--- src/design/load_cell_adc_serial_reader_unit_assert.svh ---
// Assertion macros used by the top-level design file.
// LCR_ASSERT_IMP checks an overlapping implication, LCR_ASSERT_NXT a non-overlapping
// one. Both expect signals named clk and arst_n in the using scope.
`ifndef LOAD_CELL_ADC_SERIAL_READER_UNIT_ASSERT_SVH
`define LOAD_CELL_ADC_SERIAL_READER_UNIT_ASSERT_SVH
`ifndef ASSERT_OFF
`define LCR_ASSERT_IMP(lbl, ante, cons, msg) \
	lbl: assert property (@(posedge clk) disable iff (!arst_n) (ante) |-> (cons)) \
		else $error(msg);
`define LCR_ASSERT_NXT(lbl, ante, cons, msg) \
	lbl: assert property (@(posedge clk) disable iff (!arst_n) (ante) |=> (cons)) \
		else $error(msg);
`else
`define LCR_ASSERT_IMP(lbl, ante, cons, msg)
`define LCR_ASSERT_NXT(lbl, ante, cons, msg)
`endif
`endif

--- src/design/lcr_pkg.sv ---
package lcr_pkg;

	localparam int SAMPLE_BITS = 24;
	localparam int MAX_AVERAGE = 64;
	localparam int SUM_W       = SAMPLE_BITS + $clog2(MAX_AVERAGE);
	localparam int CNT_W       = $clog2(MAX_AVERAGE + 1);
	localparam int BIT_W       = $clog2(SAMPLE_BITS + 1);
	localparam int ITER_W      = $clog2(SUM_W);
	localparam int ADDR_W      = 4;

	// Register indexes on the configuration port.
	typedef enum logic [1:0] {
		REG_GAIN  = 2'd0,
		REG_AVG   = 2'd1,
		REG_TARE  = 2'd2,
		REG_PDOWN = 2'd3
	} reg_idx_t;

	// Gain codes; each selects how many pulses follow the data bits.
	localparam logic [1:0] GAIN_64 = 2'd1;
	localparam logic [1:0] GAIN_32 = 2'd2;

	typedef enum logic [2:0] {
		PH_IDLE       = 3'd0,
		PH_WAIT       = 3'd1,
		PH_BIT_HIGH   = 3'd2,
		PH_BIT_LOW    = 3'd3,
		PH_PULSE_HIGH = 3'd4,
		PH_PULSE_LOW  = 3'd5
	} phase_t;

	typedef enum logic {
		TOP_READY = 1'b0,
		TOP_DIV   = 1'b1
	} top_state_t;

	typedef struct packed {
		logic             clock_level;
		logic             busy;
		logic             finish;
		logic [SUM_W-1:0] dividend;
		logic [CNT_W-1:0] divisor;
	} seq_step_t;

	typedef struct packed {
		logic gain_lo;
		logic gain_hi;
	} gain_bits_t;

	typedef struct packed {
		logic busy;
		logic done;
	} div_stat_t;

	typedef struct packed {
		logic [1:0] gain_select;
		logic [6:0] average_count;
		logic       power_down;
	} seq_cfg_t;

endpackage

--- src/design/lcr_if.sv ---
interface lcr_in_if;
	import lcr_pkg::*;
	logic valid;
	logic ready;
	logic data_level;
	logic start_req;

	modport source (output valid, output data_level, output start_req, input ready);
	modport sink (input valid, input data_level, input start_req, output ready);
endinterface

interface lcr_out_if;
	import lcr_pkg::*;
	logic                        valid;
	logic                        ready;
	logic                        clock_level;
	logic                        busy_res;
	logic                        result_valid;
	logic [SAMPLE_BITS-1:0]      average_value;
	logic signed [SAMPLE_BITS:0] net_value;

	modport source (output valid, output clock_level, output busy_res, output result_valid,
		output average_value, output net_value, input ready);
	modport sink (input valid, input clock_level, input busy_res, input result_valid,
		input average_value, input net_value, output ready);
endinterface

--- src/design/lcr_seq.sv ---
module lcr_seq (
	input  logic               clk,
	input  logic               arst_n,
	input  logic               step_en,
	input  logic               data_level,
	input  logic               start_req,
	input  lcr_pkg::seq_cfg_t  cfg,
	output lcr_pkg::seq_step_t step
);
	import lcr_pkg::*;

	phase_t                 phase_q, phase_d;
	logic [BIT_W-1:0]       bit_idx_q, bit_idx_d;
	logic [SAMPLE_BITS-1:0] shift_q, shift_d;
	logic [1:0]             pulses_q, pulses_d;
	logic [SUM_W-1:0]       sum_q, sum_d;
	logic [CNT_W-1:0]       cnt_q, cnt_d;
	logic                   clk_q, clk_d;

	logic [SAMPLE_BITS-1:0] reading;
	logic [SUM_W-1:0]       sum_add;
	logic [CNT_W-1:0]       cnt_add;
	logic [CNT_W-1:0]       wanted;
	logic [BIT_W-1:0]       bit_inc;
	logic [1:0]             pulse_cnt;
	logic [1:0]             pulses_dec;
	logic                   finish;

	always_comb begin
		reading = {~shift_q[SAMPLE_BITS-1], shift_q[SAMPLE_BITS-2:0]};
		sum_add = sum_q + SUM_W'(reading);
		cnt_add = cnt_q + CNT_W'(1);
		bit_inc = bit_idx_q + BIT_W'(1);
		pulses_dec = (pulses_q != 2'd0) ? pulses_q - 2'd1 : 2'd0;
		if (cfg.average_count == 7'd0) begin
			wanted = CNT_W'(1);
		end else if (int'(cfg.average_count) > MAX_AVERAGE) begin
			wanted = CNT_W'(MAX_AVERAGE);
		end else begin
			wanted = CNT_W'(cfg.average_count);
		end
		if (cfg.gain_select == GAIN_64) begin
			pulse_cnt = 2'd3;
		end else if (cfg.gain_select == GAIN_32) begin
			pulse_cnt = 2'd2;
		end else begin
			pulse_cnt = 2'd1;
		end

		phase_d   = phase_q;
		bit_idx_d = bit_idx_q;
		shift_d   = shift_q;
		pulses_d  = pulses_q;
		sum_d     = sum_q;
		cnt_d     = cnt_q;
		clk_d     = clk_q;
		finish    = 1'b0;

		if (cfg.power_down) begin
			phase_d = PH_IDLE;
			sum_d   = '0;
			cnt_d   = '0;
			clk_d   = 1'b1;
		end else begin
			case (phase_q)
				PH_WAIT: begin
					if (!data_level) begin
						bit_idx_d = '0;
						shift_d   = '0;
						clk_d     = 1'b1;
						phase_d   = PH_BIT_LOW;
					end else begin
						clk_d = 1'b0;
					end
				end
				PH_BIT_HIGH: begin
					clk_d   = 1'b1;
					phase_d = PH_BIT_LOW;
				end
				PH_BIT_LOW: begin
					// One data bit enters the shift register per clock pulse.
					shift_d   = {shift_q[SAMPLE_BITS-2:0], data_level};
					bit_idx_d = bit_inc;
					clk_d     = 1'b0;
					if (bit_inc >= BIT_W'(SAMPLE_BITS)) begin
						pulses_d = pulse_cnt;
						phase_d  = PH_PULSE_HIGH;
					end else begin
						phase_d = PH_BIT_HIGH;
					end
				end
				PH_PULSE_HIGH: begin
					clk_d   = 1'b1;
					phase_d = PH_PULSE_LOW;
				end
				PH_PULSE_LOW: begin
					clk_d    = 1'b0;
					pulses_d = pulses_dec;
					if (pulses_dec != 2'd0) begin
						phase_d = PH_PULSE_HIGH;
					end else if (cnt_add >= wanted) begin
						finish  = 1'b1;
						sum_d   = '0;
						cnt_d   = '0;
						phase_d = PH_IDLE;
					end else begin
						sum_d   = sum_add;
						cnt_d   = cnt_add;
						phase_d = PH_WAIT;
					end
				end
				default: begin
					phase_d = PH_IDLE;
					clk_d   = 1'b0;
					if (start_req) begin
						sum_d   = '0;
						cnt_d   = '0;
						phase_d = PH_WAIT;
					end
				end
			endcase
		end

		step.clock_level = clk_d;
		step.busy        = (phase_d != PH_IDLE);
		step.finish      = finish;
		step.dividend    = sum_add;
		step.divisor     = cnt_add;
	end

	always_ff @(posedge clk or negedge arst_n) begin
		if (!arst_n) begin
			phase_q   <= PH_IDLE;
			bit_idx_q <= '0;
			shift_q   <= '0;
			pulses_q  <= '0;
			sum_q     <= '0;
			cnt_q     <= '0;
			clk_q     <= 1'b0;
		end else if (step_en) begin
			phase_q   <= phase_d;
			bit_idx_q <= bit_idx_d;
			shift_q   <= shift_d;
			pulses_q  <= pulses_d;
			sum_q     <= sum_d;
			cnt_q     <= cnt_d;
			clk_q     <= clk_d;
		end
	end

endmodule

--- src/design/lcr_div.sv ---
module lcr_div (
	input  logic                      clk,
	input  logic                      arst_n,
	input  logic                      start,
	input  logic [lcr_pkg::SUM_W-1:0] dividend,
	input  logic [lcr_pkg::CNT_W-1:0] divisor,
	output lcr_pkg::div_stat_t        stat,
	output logic [lcr_pkg::SUM_W-1:0] quotient
);
	import lcr_pkg::*;

	logic [SUM_W-1:0]  work_q;
	logic [CNT_W-1:0]  rem_q;
	logic [CNT_W-1:0]  dsr_q;
	logic [ITER_W-1:0] iter_q;
	logic              busy_q;
	logic              done_q;
	logic [CNT_W:0]    trial;
	logic              fits;

	// Restoring division, one quotient bit per cycle. The dividend shifts out
	// of the top of work_q while the quotient bits shift in at the bottom.
	always_comb begin
		trial = {rem_q, work_q[SUM_W-1]};
		fits  = (trial >= {1'b0, dsr_q});
	end

	always_ff @(posedge clk or negedge arst_n) begin
		if (!arst_n) begin
			busy_q <= 1'b0;
			done_q <= 1'b0;
			iter_q <= '0;
		end else begin
			done_q <= 1'b0;
			if (start) begin
				busy_q <= 1'b1;
				iter_q <= ITER_W'(SUM_W - 1);
			end else if (busy_q) begin
				iter_q <= iter_q - ITER_W'(1);
				if (iter_q == '0) begin
					busy_q <= 1'b0;
					done_q <= 1'b1;
				end
			end
		end
	end

	always_ff @(posedge clk) begin
		if (start) begin
			work_q <= dividend;
			rem_q  <= '0;
			dsr_q  <= divisor;
		end else if (busy_q) begin
			work_q <= {work_q[SUM_W-2:0], fits};
			rem_q  <= fits ? CNT_W'(trial - {1'b0, dsr_q}) : trial[CNT_W-1:0];
		end
	end

	assign stat.busy = busy_q;
	assign stat.done = done_q;
	assign quotient  = work_q;

endmodule

--- src/design/load_cell_adc_serial_reader_unit.sv ---
// Channel     Dir  Beat contents
// sample_in   in   data_level, start_req: one timebase tick
// result_out  out  clock_level, busy_res, result_valid, average_value, net_value
// apb         in   gain_select, average_count, tare_offset, power_down at 0x0..0xC
//
// Each accepted tick yields one result beat. A tick that does not complete a
// measurement is answered at its own accept edge, so ticks can arrive every cycle
// while result_out takes every beat. The tick that completes a measurement starts
// the bit-serial divider over the SUM_W (30) bit sum; input is held off till done.
// Reset (arst_n low) returns the sequencer to idle and clears held results.
// A result beat waiting on result_out stalls only the next tick; it is accepted
// in the same cycle that the waiting beat is taken.
`include "load_cell_adc_serial_reader_unit_assert.svh"

module load_cell_adc_serial_reader_unit (
	input  logic                        clk,
	input  logic                        arst_n,
	lcr_in_if.sink                      sample_in,
	lcr_out_if.source                   result_out,
	input  logic                        psel,
	input  logic                        penable,
	input  logic                        pwrite,
	input  logic [lcr_pkg::ADDR_W-1:0]  paddr,
	input  logic [31:0]                 pwdata,
	output logic [31:0]                 prdata,
	output logic                        pready
);
	import lcr_pkg::*;

	// Configuration registers.
	logic [1:0]             gain_q;
	logic [6:0]             avg_cnt_q;
	logic [SAMPLE_BITS-1:0] tare_q;
	logic                   pdown_q;
	reg_idx_t               reg_idx;
	logic                   cfg_wr;

	seq_cfg_t   seq_cfg;
	seq_step_t  step;
	div_stat_t  div_stat;
	logic [SUM_W-1:0] quotient;

	top_state_t top_state_q, top_state_d;
	logic       in_ready;
	logic       accept;
	logic       div_start;

	// Output register; average and net come straight from the held results.
	logic                        out_valid_q;
	logic                        clk_lvl_q;
	logic                        busy_q;
	logic                        rvalid_q;
	logic [SAMPLE_BITS-1:0]      held_avg_q;
	logic signed [SAMPLE_BITS:0] held_net_q;

	assign reg_idx = reg_idx_t'(paddr[3:2]);
	assign cfg_wr  = psel && penable && pwrite && pready;
	assign pready  = 1'b1;

	always_ff @(posedge clk or negedge arst_n) begin
		if (!arst_n) begin
			gain_q    <= 2'd0;
			avg_cnt_q <= 7'd1;
			tare_q    <= '0;
			pdown_q   <= 1'b0;
		end else if (cfg_wr) begin
			case (reg_idx)
				REG_GAIN:  gain_q    <= pwdata[1:0];
				REG_AVG:   avg_cnt_q <= pwdata[6:0];
				REG_TARE:  tare_q    <= pwdata[SAMPLE_BITS-1:0];
				REG_PDOWN: pdown_q   <= pwdata[0];
				default:   pdown_q   <= pdown_q;
			endcase
		end
	end

	always_comb begin
		case (reg_idx)
			REG_GAIN:  prdata = {30'd0, gain_q};
			REG_AVG:   prdata = {25'd0, avg_cnt_q};
			REG_TARE:  prdata = 32'(tare_q);
			REG_PDOWN: prdata = {31'd0, pdown_q};
			default:   prdata = 32'd0;
		endcase
	end

	assign seq_cfg.gain_select   = gain_q;
	assign seq_cfg.average_count = avg_cnt_q;
	assign seq_cfg.power_down    = pdown_q;

	lcr_seq u_seq (
		.clk        (clk),
		.arst_n     (arst_n),
		.step_en    (accept),
		.data_level (sample_in.data_level),
		.start_req  (sample_in.start_req),
		.cfg        (seq_cfg),
		.step       (step)
	);

	lcr_div u_div (
		.clk      (clk),
		.arst_n   (arst_n),
		.start    (div_start),
		.dividend (step.dividend),
		.divisor  (step.divisor),
		.stat     (div_stat),
		.quotient (quotient)
	);

	// A tick is taken only when the output slot is empty or being emptied, and
	// never while a division is running.
	always_comb begin
		in_ready    = (top_state_q == TOP_READY) && (!out_valid_q || result_out.ready);
		accept      = sample_in.valid && in_ready;
		div_start   = accept && step.finish;
		top_state_d = top_state_q;
		case (top_state_q)
			TOP_READY: begin
				if (div_start) begin
					top_state_d = TOP_DIV;
				end
			end
			TOP_DIV: begin
				if (div_stat.done) begin
					top_state_d = TOP_READY;
				end
			end
			default: top_state_d = TOP_READY;
		endcase
	end

	always_ff @(posedge clk or negedge arst_n) begin
		if (!arst_n) begin
			top_state_q <= TOP_READY;
		end else begin
			top_state_q <= top_state_d;
		end
	end

	// The divider finishes only while no tick can be taken, so the first case
	// below never meets the other two in one cycle.
	always_ff @(posedge clk or negedge arst_n) begin
		if (!arst_n) begin
			out_valid_q <= 1'b0;
			held_avg_q  <= '0;
			held_net_q  <= '0;
		end else begin
			if (div_stat.done) begin
				// The mean always fits the sample width, so the upper quotient
				// bits are zero.
				out_valid_q <= 1'b1;
				held_avg_q  <= quotient[SAMPLE_BITS-1:0];
				held_net_q  <= $signed({1'b0, quotient[SAMPLE_BITS-1:0]} - {1'b0, tare_q});
			end else if (accept && !step.finish) begin
				out_valid_q <= 1'b1;
			end else if (out_valid_q && result_out.ready) begin
				out_valid_q <= 1'b0;
			end
		end
	end

	always_ff @(posedge clk) begin
		if (accept) begin
			clk_lvl_q <= step.clock_level;
			busy_q    <= step.busy;
			rvalid_q  <= step.finish;
		end
	end

	assign sample_in.ready         = in_ready;
	assign result_out.valid        = out_valid_q;
	assign result_out.clock_level  = clk_lvl_q;
	assign result_out.busy_res     = busy_q;
	assign result_out.result_valid = rvalid_q;
	assign result_out.average_value = held_avg_q;
	assign result_out.net_value    = held_net_q;

	`LCR_ASSERT_IMP(a_no_tick_in_div, top_state_q == TOP_DIV, !sample_in.ready, "tick taken during division")
	`LCR_ASSERT_IMP(a_done_in_div, div_stat.done, top_state_q == TOP_DIV, "divider done outside division")
	`LCR_ASSERT_IMP(a_result_not_busy, out_valid_q && rvalid_q, !busy_q, "finished result marked busy")
	`LCR_ASSERT_NXT(a_pdown_clock_high, accept && pdown_q, out_valid_q && clk_lvl_q, "power down clock low")

endmodule

--- src/flat_wrapper.sv ---
// flat-port wrapper written by rule: the top's interface ports become plain ports
module load_cell_adc_serial_reader_unit_flat import lcr_pkg::*;
  (clk, arst_n, psel, penable, pwrite, paddr, pwdata, prdata, pready, sample_in_valid, sample_in_data_level, sample_in_start_req, sample_in_ready, result_out_valid, result_out_clock_level, result_out_busy_res, result_out_result_valid, result_out_average_value, result_out_net_value, result_out_ready);
  lcr_in_if sample_in_i ();
  lcr_out_if result_out_i ();
  input  logic clk;
  input  logic arst_n;
  input  logic psel;
  input  logic penable;
  input  logic pwrite;
  input  logic [lcr_pkg::ADDR_W-1:0] paddr;
  input  logic [31:0] pwdata;
  output logic [31:0] prdata;
  output logic pready;
  input wire logic [$bits(sample_in_i.valid)-1:0] sample_in_valid;
  input wire logic [$bits(sample_in_i.data_level)-1:0] sample_in_data_level;
  input wire logic [$bits(sample_in_i.start_req)-1:0] sample_in_start_req;
  output wire logic [$bits(sample_in_i.ready)-1:0] sample_in_ready;
  output wire logic [$bits(result_out_i.valid)-1:0] result_out_valid;
  output wire logic [$bits(result_out_i.clock_level)-1:0] result_out_clock_level;
  output wire logic [$bits(result_out_i.busy_res)-1:0] result_out_busy_res;
  output wire logic [$bits(result_out_i.result_valid)-1:0] result_out_result_valid;
  output wire logic [$bits(result_out_i.average_value)-1:0] result_out_average_value;
  output wire logic [$bits(result_out_i.net_value)-1:0] result_out_net_value;
  input wire logic [$bits(result_out_i.ready)-1:0] result_out_ready;
  assign sample_in_i.valid = sample_in_valid;
  assign sample_in_i.data_level = sample_in_data_level;
  assign sample_in_i.start_req = sample_in_start_req;
  assign sample_in_ready = sample_in_i.ready;
  assign result_out_valid = result_out_i.valid;
  assign result_out_clock_level = result_out_i.clock_level;
  assign result_out_busy_res = result_out_i.busy_res;
  assign result_out_result_valid = result_out_i.result_valid;
  assign result_out_average_value = result_out_i.average_value;
  assign result_out_net_value = result_out_i.net_value;
  assign result_out_i.ready = result_out_ready;
  load_cell_adc_serial_reader_unit u_core (.clk(clk), .arst_n(arst_n), .sample_in(sample_in_i), .result_out(result_out_i), .psel(psel), .penable(penable), .pwrite(pwrite), .paddr(paddr), .pwdata(pwdata), .prdata(prdata), .pready(pready));
endmodule
--- config.mk ---
export PLATFORM = sky130hd
export DESIGN_NAME = load_cell_adc_serial_reader_unit_flat
export DESIGN_NICKNAME = d
export VERILOG_FILES = /design/src/design/lcr_pkg.sv /design/src/design/lcr_if.sv /design/src/design/lcr_seq.sv /design/src/design/lcr_div.sv /design/src/design/load_cell_adc_serial_reader_unit.sv /design/src/flat_wrapper.sv
export VERILOG_INCLUDE_DIRS = /design/src /design/src/design
export SDC_FILE = /design/constraint.sdc
export NUM_CORES = 1
export LEC_CHECK = 0
export ABC_AREA = 1
export BUFFER_PORTS_ARGS = -buffer_cell sky130_fd_sc_hd__buf_2
export CAP_MARGIN = 20
export CELL_PAD_IN_SITES_DETAIL_PLACEMENT = 1
export CELL_PAD_IN_SITES_GLOBAL_PLACEMENT = 2
export CORE_MARGIN = 2
export CORE_UTILIZATION = 37
export DETAILED_ROUTE_END_ITERATION = 12
export GPL_ROUTABILITY_DRIVEN = 0
export GPL_TIMING_DRIVEN = 0
export PLACE_DENSITY_LB_ADDON = 0.1
export RECOVER_POWER = 50
export SYNTH_ARGS = -nofsm -noshare
export SYNTH_HDL_FRONTEND = slang
export SYNTH_SLANG_ARGS = --single-unit
--- constraint.sdc ---
create_clock -name clk -period 4.8 [get_ports clk]
set_clock_uncertainty 0.15 [all_clocks]
set_input_delay 0.24 -clock clk [delete_from_list [all_inputs] [get_ports clk]]
set_output_delay 0.24 -clock clk [all_outputs]
set_load 0.05 [all_outputs]
### Word-level counts from Yosys, hierarchy flattened

Index checks and enable logic that the tools add are counted.

| storage, ports and cells | value |
|---|---|
| register bits | 210 |
| latch bits | 0 |
| memory bits (writable) | 0 |
| bits in read-only memories | 0 |
| word-level logic and storage cells | 133 |
| memories kept | 0 |

| operators by class | value |
|---|---|
| $add $sub $neg | 7 |
| multipliers | 0 |
| divide/modulo/power cells | 0 |
| magnitude comparators | 4 |
| eq/ne operators | 14 |
| shift operators | 0 |
| multiplexer cells | 52 |
| bitwise logic cells | 3 |
| reduce and logical (&&, ||, !) cells | 30 |

Operator list:

| kind | count |
|---|---|
| two-way mux 30 bit | 6 |
| case mux 32 bit (4 select lines) | 1 |
| case mux 30 bit (2 select lines) | 1 |
| two-way mux 7 bit | 7 |
| case mux 24 bit (2 select lines) | 1 |
| adder 30 x 24 -> 30 bit | 1 |
| subtractor 24 x 24 -> 25 bit | 1 |
| two-way mux 24 bit | 1 |
| two-way mux 1 bit | 18 |
| two-way mux 5 bit | 3 |
| case mux 3 bit (5 select lines) | 1 |
| case mux 7 bit (2 select lines) | 1 |
| two-way mux 3 bit | 4 |
| AND reduction 4 bit | 3 |
| case mux 5 bit (2 select lines) | 1 |
| nonzero test 2 bit | 5 |
| nonzero test 3 bit | 3 |
| greater-or-equal comparator 8 x 7 -> 1 bit | 1 |
| two-way mux 2 bit | 4 |
| AND reduction 2 bit | 4 |
| adder 7 x 1 -> 7 bit (second input constant) | 1 |
| greater-or-equal comparator 7 bit | 1 |
| > comparator 7 bit (second input constant) | 1 |
| logical AND 1 bit | 7 |
| 23 further kinds | 33 |

### Logic depth before layout (Yosys ltp)

Gate-level depths: netlist (run 1).

| depth | value |
|---|---|
| depth after elaboration | 12 |
| gate-level depth with buffers | 15 |
| mapped depth without buffers | 15 |

### Cells and area by module

Synthesis (run 1) repeated with hierarchy kept, for this count alone.

| unflattened totals | value |
|---|---|
| cells, all modules | 1817 |
| area, all modules | 13097.6 µm² |

By module, submodules not included:

| module | instances | cells an instance | area each (µm²) |
|---|---|---|---|
| load_cell_adc_serial_reader_unit | 1 | 747 | 5373.9 |
| lcr_seq | 1 | 785 | 5216.3 |
| lcr_div | 1 | 285 | 2507.4 |

### Worst setup path after synthesis (run 1)

No wires, ideal clock.

| timing | value |
|---|---|
| path kind | register to register |
| start point | register u_core.u_seq.cnt_q[0] |
| end point | register u_core.u_div.rem_q[5] |
| arrival | 2841 ps |
| required time | 4536 ps |
| slack | 1695 ps |
| stages on the path, launching flop included | 15 |
| path buffers | 0 |
| cells stage by stage | dfrtp_1 ha_1 nand3_1 nor3_1 xor2_1 ha_1 nand2_1 nor2_1 nand4_1 nand3_1 nand3_2 nand2_1 inv_1 nand2_1 nand2_1 |

RTL lines:

| element | RTL line | text |
|---|---|---|
| start, declared | lcr_seq.sv:17 | `logic [CNT_W-1:0] cnt_q, cnt_d;` |
| start signal, assigned | lcr_seq.sv:146 | `cnt_q <= cnt_d;` |
| end signal, assigned | lcr_div.sv:55 | `rem_q <= fits ? CNT_W'(trial - {1'b0, dsr_q}) : trial[CNT_W-1:0];` |
| end, declared | lcr_div.sv:13 | `logic [CNT_W-1:0] rem_q;` |

==> results.toml, run 1 <==
[worst_hold_path]
hp-start = "penable"
hp-class = "in -> reg"
min_to = "u_core.gain_q[0]"
worstHoldPathCells = 5

[outcome]
violations = "capacitance limit, slew limit"
outcome = "finished with violations"

[global_route]
grt.overflow.total = 0
grt_pass1_vias = 12345
grt_pass1_wl_mm = 68.1
antenna_found_initial = 0
grt_max_degree = 84
gr-usage-all-layers = 0.243

[drt]
drt-pass1-iter-count = 4
ant_nets = 0
viasPerCell = 4.88
vias = 11810
drt_wl_total_mm = 42.7
drc = 0
wl_per_cell_um = 17.6
drt-initial-drc-count = 461

[final_layout]
post-route-util = 0.444
syn2layout_area_growth_pct = 19.0
diodes = 0
fillers = 4437
drive_gt1_frac = 0.0774
layoutNonFillerInstCount = 2420
fin_nets = 2062

[worst_setup_path]
critPathLaunchType = "register"
critPathArrivalTime_ps = 4230
critPathRequiredTime_ps = 5080
crit_path_max_fanout = 10
reg2reg_slack_ps = 840
r2r-end = "u_core.u_div.quotient[28]"
rr_worst_depth = 14
rr_startpoint = "u_core.u_seq.cnt_q[0]"
critPathKind = "reg -> reg"
endpoint_kind = "register"

[floorplan]
start_util = 0.373
coreArea_sq_mm = 0.0343
row_count = 68
dieArea_sq_mm = 0.0360
ios = 132
fp.dieH_um = 190
dieWidth_um = 190

[timing]
setup_viol = 0
rsz0062_at_grt = "no"
drv_slew = 83
fin_crit_ps = 3960
tightest_slew_ps = 2210
hold_viol = 0
finalCritPeriodShare = 0.824
fmax_mhz = 253
timing.slew.headroom = -0.472
fin_setup_tns_ps = 0

[yosys]
synthTopCellsByArea = "dfrtp_1, nand2_1, edfxtp_1, inv_1, ha_1"
synth_common_cells = "nand2_1, inv_1, dfrtp_1, nand3_1, nor2_1"
netlist_instances = 1765
ys_seq_area_frac = 0.424
yosys_warnings = 0
synth_top_area_cell = "dfrtp_1"
synth_async_sr_flop_share = 0.776
synth_edf_count = 40
ys_dominant_reg_cell = "dfrtp_1"
postSynthAreaPerCell_sq_um = 7.24
syn_area_sq_mm = 0.0128
synth.distinct_cells = 45
netlist.area_leader.share = 0.317
ys_ff_latch = 210
yosysMostFrequentCell = "nand2_1"

[clocking]
cts_tree = "done"
cts_resized = 0
post-cts-setup-buffers = 0
path_clk_slew_ps = 60
cts.htree.levels = 1
clk_latency_ps = 570
numCtsBuffers = 26
root_buffer = "clkbuf_16"
cts_buffer_depth = 3
clock-sinks = 210

[pwr]
power_density_mw_per_mm2 = 482
p_leak_uw = 0.00811
p_int_uw = 4370
power_frac_clock = 0.303
ir_drop_uv = 347
seqPwrFrac = 0.332
netSwitchingPower_uw = 2950
netSwitchingFraction = 0.403
comb_power_share = 0.365

[placement]
io_buffers = 112
hpwl_mm = 33.6
placed_cells = 2340

[run]
drv_cap = 1
layer usage:
layer	GRT usage	wire length [um]	vias up
li1	-	-	5909
met1	0.320	19600	5695
met2	0.416	20300	149
met3	0.0269	1510	57
met4	0.0829	1340	0
met5	0	0	-
registers in the layout, summed over array words and instances (netlist names):
register	cells
u_core.result_out.busy_res	1
u_core.result_out.net_value	25
u_core.result_out.result_valid	1
u_core.u_seq.shift_q	24
u_core.u_div.dsr_q	7
u_core.result_out.average_value	24
u_core.u_div.rem_q	7
u_core.u_seq.bit_idx_q	5
u_core.top_state_q	1
u_core.u_div.done_q	1
u_core.u_seq.sum_q	30
u_core.pdown_q	1
u_core.gain_q	2
u_core.u_div.quotient	30
u_core.result_out.valid	1
u_core.u_seq.cnt_q	7
u_core.u_seq.phase_q	3
u_core.tare_q	24
u_core.u_div.busy_q	1
u_core.u_seq.pulses_q	2
u_core.u_div.iter_q	5
u_core.avg_cnt_q	7
u_core.result_out.clock_level	1
cells by family after synthesis:
kind of cell | synth area share
other | 0.000588
AO/OA/AOI/OAI | 0.0744
multiplexers | 0.00352
XOR/XNOR | 0.0219
AND/OR/NAND/NOR | 0.310
buffers and inverters | 0.0942
flip-flops | 0.424
adder cells (fa/ha/maj) | 0.0713
power by group through the flow:
| stage | clock network [uW] | registers [uW] | logic [uW] |
|---|---|---|---|
| final | 2220 | 2430 | 2670 |
| after detailed placement | 0 | 2450 | 2680 |
| after global placement | 0 | 2440 | 2640 |
| after floorplan | 0 | 2710 | 1640 |
| after CTS | 2290 | 2430 | 2730 |
| after global routing | 2350 | 2470 | 3020 |
through the flow:
stage | area [sq um] | worst slack, ps | total power [uW] | hold WS [ps]
floorplan | 12800 | 1690 | 4350 | -206
global placement | 13900 | 299 | 5080 | 303
detailed placement | 14000 | 744 | 5140 | 116
CTS | 15300 | 690 | 7450 | 118
global route | 15200 | 369 | 7850 | 189
finish | 15200 | 843 | 7330 | 132
layout by cell type (no fill, tap or decap), types with 29 or more instances in the layout:
cell type,count
dfrtp_1,162
clkbuf_1,74
edfxtp_1,40
clkbuf_16,29
inv_1,253
nor2_1,102
nand3_1,112
o21ai_0,82
a21oi_1,51
buf_2,68
ha_1,68
dlygate4sd3_1,33
nand2_1,696
what timing repair did:
item | 4_1_cts | 5_1_grt
endpoints found under the setup margin | 0 | 0
endpoints found under the hold margin | 124 | 0
hold buffers | 33 | 0
worst max-delay path: stages, from the launching register on:
cell      delay [ps]
dfrtp_1          420
ha_1             220
nand3_1          130
nor3_1           200
xor2_1           360
ha_1             310
nand2_1           80
inv_1             40
nor2_1            90
o21a_1           160
nand3_1          300
nand3_2          380
clkbuf_1         700
nand2_1          150
nand2_1          120
final cells by class:
| class | count | area, sq um | share of cell area |
|---|---|---|---|
| multi-input combinational | 1261 | 6180 | 0.406 |
| sequential | 210 | 5420 | 0.356 |
| inverter | 256 | 961 | 0.0632 |
| timing repair buffer | 146 | 851 | 0.0559 |
| clock buffer | 38 | 830 | 0.0545 |
| tap | 455 | 569 | 0.0374 |
| buffer | 45 | 243 | 0.0160 |
| clock inverter | 9 | 158 | 0.0104 |
worst max-delay path by stage:
| stage | end | start | slack (ps) | depth (start not counted) |
|---|---|---|---|---|
| 6_report | u_core.u_div.quotient[28] | u_core.u_seq.cnt_q[0] | 840 | 14 |
| 5_1_grt | u_core.u_div.rem_q[6] | u_core.u_seq.cnt_q[0] | 370 | 14 |
| 4_1_cts | u_core.u_div.quotient[28] | u_core.u_seq.cnt_q[0] | 690 | 14 |
| 3_5_place_dp | u_core.u_div.quotient[28] | u_core.u_seq.cnt_q[0] | 740 | 14 |
| 3_3_place_gp | u_core.u_div.rem_q[5] | u_core.u_seq.cnt_q[0] | 300 | 14 |
| 2_1_floorplan | u_core.u_div.rem_q[5] | u_core.u_seq.cnt_q[0] | 1690 | 14 |
Power figures use the tool's default switching activity.
==> inputs of run 2 (changes only) <==
- ABC_AREA: 1 -> 0
- CORE_UTILIZATION: 37 -> 38
- clock period: 4.8 -> 4 ns (I/O delays scaled with it)
==> run 2 against run 1 <==
Net effect:
- the flow still finishes with violations (capacitance limit, slew limit)
- worst setup slack got worse by 590 ps
- register-to-register slack worse by 590 ps
- combinational power fell by 34%
- critical path depth unchanged
- sequential share of layout area up 3.4 points
- via count down 21%
- highest routed layer unchanged
- global-route usage down 2.3 points
- power fell by 9.3%
- fmax grew 5.7%
==> results.toml, run 2 <==
[final_layout]
layoutNonFillerInstCount = 1788
diodes = 0
fillers = 3505
syn2layout_area_growth_pct = 19.0
regArea_sq_mm = 0.00542
multi_input_area_sq_mm = 0.00576
mostFrequentLayoutCells = "nand2_1, dfrtp_1, o21ai_0"
fin_nets = 1487
drive_gt1_frac = 0.133
layout_commonest_cell = "nand2_1"

[yosys]
yosysMostFrequentCell = "nand2_1"
yosys_warnings = 0
ys_dominant_reg_cell = "dfrtp_1"
ys_ff_latch = 210
ys_seq_area_frac = 0.465
synthTopCellsByArea = "dfrtp_1, edfxtp_1, ha_1, nand2_1, mux2_2"
synth_async_sr_flop_share = 0.776
synth.distinct_cells = 69
syn_area_sq_mm = 0.0117
synth_top_area_cell = "dfrtp_1"
netlist.area_leader.share = 0.348
netlist_instances = 1192
synth_edf_count = 40
synth_common_cells = "nand2_1, dfrtp_1, o21ai_0, ha_1, inv_1"
postSynthAreaPerCell_sq_um = 9.78

[pwr]
power_density_mw_per_mm2 = 479
p_leak_uw = 0.00579
ir_drop_uv = 294

[worst_setup_path]
critPathLaunchType = "register"
r2r-end = "u_core.u_div.quotient[6]"
crit_path_max_fanout = 16
endpoint_kind = "register"
critPathKind = "reg -> reg"
rr_worst_depth = 14
rr_startpoint = "u_core.u_seq.cnt_q[0]"
max_stage_delay_ps = 490
reg2reg_slack_ps = 250
crit_start = "u_core.u_seq.cnt_q[0]"
crit_family = "buffers and inverters"
crit_cells = 14
path_buf_inv = 4
critPathArrivalTime_ps = 3890
slowest_stage = "dfrtp_1"
crit_chain = "ha_1 -> nand3_1 -> xnor2_2 -> ha_1 -> o21a_1 -> o21a_1 -> a21oi_4 -> or2_2 -> buf_2 -> inv_2 -> buf_4 -> buf_4 -> nand2_1 -> nand2_1"
critPathRequiredTime_ps = 4140

[worst_hold_path]
worstHoldPathCells = 4
min_to = "u_core.u_seq.sum_q[25]"
hp-start = "sample_in_start_req"
hp-class = "in -> reg"

[global_route]
grt_max_degree = 92
use_met3 = 0.0259
busiest_layer = "met2"
grt.overflow.total = 0
met1_usage = 0.298
met2_usage = 0.381
antenna_found_initial = 0
gr-usage-all-layers = 0.220
grt_pass1_vias = 9654
grt_pass1_wl_mm = 54.5

[floorplan]
ios = 132
dieWidth_um = 179
row_count = 64
dieArea_sq_mm = 0.0321
start_util = 0.383
fp.dieH_um = 179
coreArea_sq_mm = 0.0304

[drt]
drt-initial-drc-count = 437
viasPerCell = 5.22
ant_nets = 0
wl_per_cell_um = 19.6
vias = 9329
drt-pass1-iter-count = 4
drt_wl_total_mm = 35.1
drc = 0

[outcome]
outcome = "finished with violations"
violations = "capacitance limit, slew limit"

[timing]
drv_slew = 74
fin_setup_tns_ps = 0
hold_viol = 0
fin_crit_ps = 3750
fmax_mhz = 267
finalCritPeriodShare = 0.936
timing.slew.headroom = -0.269
tightest_slew_ps = 1900
worst_slack_ps = 255
setup_viol = 0
rsz0062_at_grt = "no"

[clocking]
clock-sinks = 210
clk_latency_ps = 530
root_buffer = "clkbuf_16"
path_clk_slew_ps = 60
numCtsBuffers = 27
cts_buffer_depth = 3
cts_tree = "done"
cts.htree.levels = 1

[placement]
hpwl_mm = 26.8
pre_cts_ws_ps = -715
io_buffers = 111
placed_cells = 1709

[run]
drv_cap = 1
[run 2: per-stage QoR]
| stage | total power (uW) | util | instance area (sq um) | hold slack (ps) |
|---|---|---|---|---|
| final | 6640 | 0.456 | 13900 | 56.0 |
| after global routing | 6990 | 0.456 | 13900 | 41.4 |
| after CTS | 6750 | 0.459 | 14000 | 36.2 |
| after detailed placement | 4360 | 0.421 | 12800 | 58.9 |
| after global placement | 4330 | 0.419 | 12700 | 257 |
| after floorplan | 3840 | - | 11700 | -246 |
[run 2: where the power goes]
part	internal [uW]	total, uW	switching (uW)
Clock	1400	2340	937
Sequential	2390	2540	144
Combinational	514	1770	1250
Total	4310	6640	2330
[run 2: cell type report]
cell class                 instances  area share
clock inverter                    16     0.00938
inverter                          68      0.0184
sequential                       210       0.391
buffer                            58      0.0194
clock buffer                      34      0.0521
multi-input combinational        863       0.415
timing repair buffer             143      0.0588
tap                              396      0.0357
[run 2: what timing repair did]
item / CTS / global route
gates resized for setup: 4 / 2
hold buffers: 29 / 0
endpoints found under the hold margin: 110 / 0
setup endpoints to repair: 49 / 29
pin swaps: 0 / 0
setup buffers: 0 / 0
[run 2: cell families after synthesis]
| kind of cell | count (synthesis) | share of synthesized area |
|---|---|---|
| simple gates | 363 | 0.142 |
| compound gates | 308 | 0.171 |
| flops | 210 | 0.465 |
| buf+inv | 126 | 0.0446 |
| fa+ha+maj | 71 | 0.0781 |
| mux | 61 | 0.0597 |
| xor+xnor | 51 | 0.0383 |
| other cells | 2 | 0.000644 |
[run 2: per-layer routing]
metal,wire length [um],part of all wire
met1,16500,0.47
met3,1100,0.031
met4,537,0.015
met2,16900,0.48
met5,0,0
[run 2: worst max path at each step]
stage                                      endpoint
after floorplan            u_core.u_div.quotient[0]
after CTS                  u_core.u_div.quotient[6]
after global placement    u_core.u_div.quotient[20]
after global routing      u_core.u_div.quotient[11]
after detailed placement  u_core.u_div.quotient[20]
final                      u_core.u_div.quotient[6]
[run 2: worst reg2reg max path: cells and delay by family, from the launching register on]
kind	cells	cell delay (ps)
compound gates	3	680
fa+ha+maj	2	600
xor+xnor	1	240
flops	1	490
buf+inv	4	840
simple gates	4	510
==> inputs of run 3 (changes only) <==
- CAP_MARGIN: 20 -> not set
- CTS_BUF_LIST: not set -> sky130_fd_sc_hd__clkbuf_8 sky130_fd_sc_hd__clkbuf_16
- SKIP_LAST_GASP: not set -> 1
==> run 3 against run 2 <==
Net effect:
- the run still ends with capacitance limit, slew limit left
- via count about the same
- count of clock-buffer cells in the layout shrank 4
- register-to-register slack got worse by 20 ps
- die area stayed put
- sequential power about the same
- combinational power about the same
- largest cell class unchanged
- highest routed layer unchanged
- fmax is 0.52% lower
- design area is 0.42% lower
==> results.toml, run 3 (synthesis results as in run 2) <==
[outcome]
outcome = "finished with violations"
violations = "capacitance limit, slew limit"

[global_route]
grt_max_degree = 92
grt_pass1_vias = 9631
grt.overflow.total = 0
antenna_found_initial = 0
gr-usage-all-layers = 0.220
grt_pass1_wl_mm = 54.7

[worst_setup_path]
critPathKind = "reg -> reg"
critPathArrivalTime_ps = 3890
crit_family = "buffers and inverters"
reg2reg_slack_ps = 240
path_buf_inv = 4
rr_startpoint = "u_core.u_seq.cnt_q[0]"
max_stage_delay_ps = 500
slowest_stage = "dfrtp_1"
rr_worst_depth = 14
crit_chain = "ha_1 -> nand3_1 -> xnor2_2 -> ha_1 -> o21a_1 -> o21a_1 -> a21oi_4 -> or2_2 -> buf_2 -> inv_2 -> buf_4 -> buf_4 -> nand2_1 -> nand2_1"
r2r-end = "u_core.u_div.quotient[6]"
endpoint_kind = "register"
critPathRequiredTime_ps = 4130
crit_path_max_fanout = 16
critPathLaunchType = "register"

[floorplan]
coreArea_sq_mm = 0.0304
start_util = 0.383
fp.dieH_um = 179
dieArea_sq_mm = 0.0321
row_count = 64
ios = 132
dieWidth_um = 179

[clocking]
cts_tree = "done"
clk_latency_ps = 530
path_clk_slew_ps = 60
clock-sinks = 210
cts_buffer_depth = 3
numCtsBuffers = 26
root_buffer = "clkbuf_16"
cts.htree.levels = 1
post-cts-setup-buffers = 0

[drt]
drt-initial-drc-count = 430
viasPerCell = 5.23
drt_wl_total_mm = 35.1
ant_nets = 0
drc = 0
drt-pass1-iter-count = 4
wl_per_cell_um = 19.7
vias = 9325

[timing]
rsz0062_at_grt = "no"
fin_crit_ps = 3760
fin_setup_tns_ps = 0
timing.slew.headroom = -0.278
drv_slew = 74
finalCritPeriodShare = 0.941
tightest_slew_ps = 1920
hold-worst-slack_ps = 55.0
hold_viol = 0
setup_viol = 0
fmax_mhz = 266

[final_layout]
finish.instance_area_sq_mm = 0.0138
syn2layout_area_growth_pct = 18.5
diodes = 0
layoutNonFillerInstCount = 1784
drive_gt1_frac = 0.133
mostFrequentLayoutCells = "nand2_1, dfrtp_1, o21ai_0"
layout_commonest_cell = "nand2_1"
fin_nets = 1484

[pwr]
p_int_uw = 4240
comb_power_share = 0.270
netSwitchingFraction = 0.354
netSwitchingPower_uw = 2320
p_leak_uw = 0.00580
ir_drop_uv = 271
finalPower_uw = 6560
power_frac_clock = 0.343
seqPwrFrac = 0.387
power_density_mw_per_mm2 = 475

[worst_hold_path]
hp-start = "sample_in_start_req"
min_to = "u_core.u_seq.sum_q[25]"
hp-class = "in -> reg"
worstHoldPathCells = 4

[placement]
placed_area_sq_mm = 0.0128
io_buffers = 111
placed_cells = 1707
hpwl_mm = 26.7

[run]
drv_cap = 1
[run 3: cell types whose count changed in the layout (fill, tap and decap cells not counted), sizes merged]
cell	before	now
clkbuf	130	125
inv	69	78
buf	76	75
clkinv	11	5
bufinv	2	1
[run 3: worst max-delay path by stage]
stage / end / startpoint / depth (start not counted)
after global placement: u_core.u_div.quotient[20] / u_core.u_seq.cnt_q[0] / 11
after floorplan: u_core.u_div.quotient[0] / u_core.u_seq.cnt_q[0] / 11
after CTS: u_core.u_div.quotient[6] / u_core.u_seq.cnt_q[0] / 14
after detailed placement: u_core.u_div.quotient[19] / u_core.u_seq.cnt_q[0] / 11
final: u_core.u_div.quotient[6] / u_core.u_seq.cnt_q[0] / 14
after global routing: u_core.u_div.quotient[6] / u_core.u_seq.cnt_q[0] / 14
[run 3: stage by stage]
step	worst slack, ps	util
after detailed placement	-1150	0.420
after CTS	13.3	0.457
after floorplan	404	-
after global routing	26.6	0.454
final	235	0.454
after global placement	-1100	0.419
[run 3: cell type report]
type                       count  area, sq um
fill                        3493        16600
tap                          396          495
sequential                   210         5420
clock inverter                18          106
inverter                      68          255
buffer                        58          267
clock buffer                  30          717
multi-input combinational    863         5770
timing repair buffer         141          785
[run 3: metal layers]
metal / vias up / track usage / routed length (um) / share of wire
met1: 4593 / 0.301 / 16500 / 0.47
met4: 0 / 0.0444 / 674 / 0.019
met3: 44 / 0.0227 / 1070 / 0.030
met2: 139 / 0.379 / 16900 / 0.48
li1: 4549 / - / - / -
met5: - / 0 / 0 / 0
[run 3: repair_timing]
item                       in CTS  in global routing
hold buffers                   29                  0
cloned                          0                  0
resized for setup               4                  2
hold endpoints to repair      110                  0
setup endpoints to repair      49                 37
[run 3: worst reg2reg max path: stages, from the launching register on]
cell and delay [ps]:
dfrtp_1 500, ha_1 320, nand3_1 150, xnor2_2 250
ha_1 280, o21a_1 190, o21a_1 210, a21oi_4 270
or2_2 160, buf_2 220, inv_2 150, buf_4 230
buf_4 230, nand2_1 150, nand2_1 60
[run 3: power groups by stage]
stage,logic (uW),clock network (uW),registers (uW)
2_1_floorplan,893,0,2950
3_3_place_gp,1770,0,2570
3_5_place_dp,1790,0,2570
4_1_cts,1820,2320,2530
5_1_grt,1940,2390,2570
6_report,1770,2250,2540
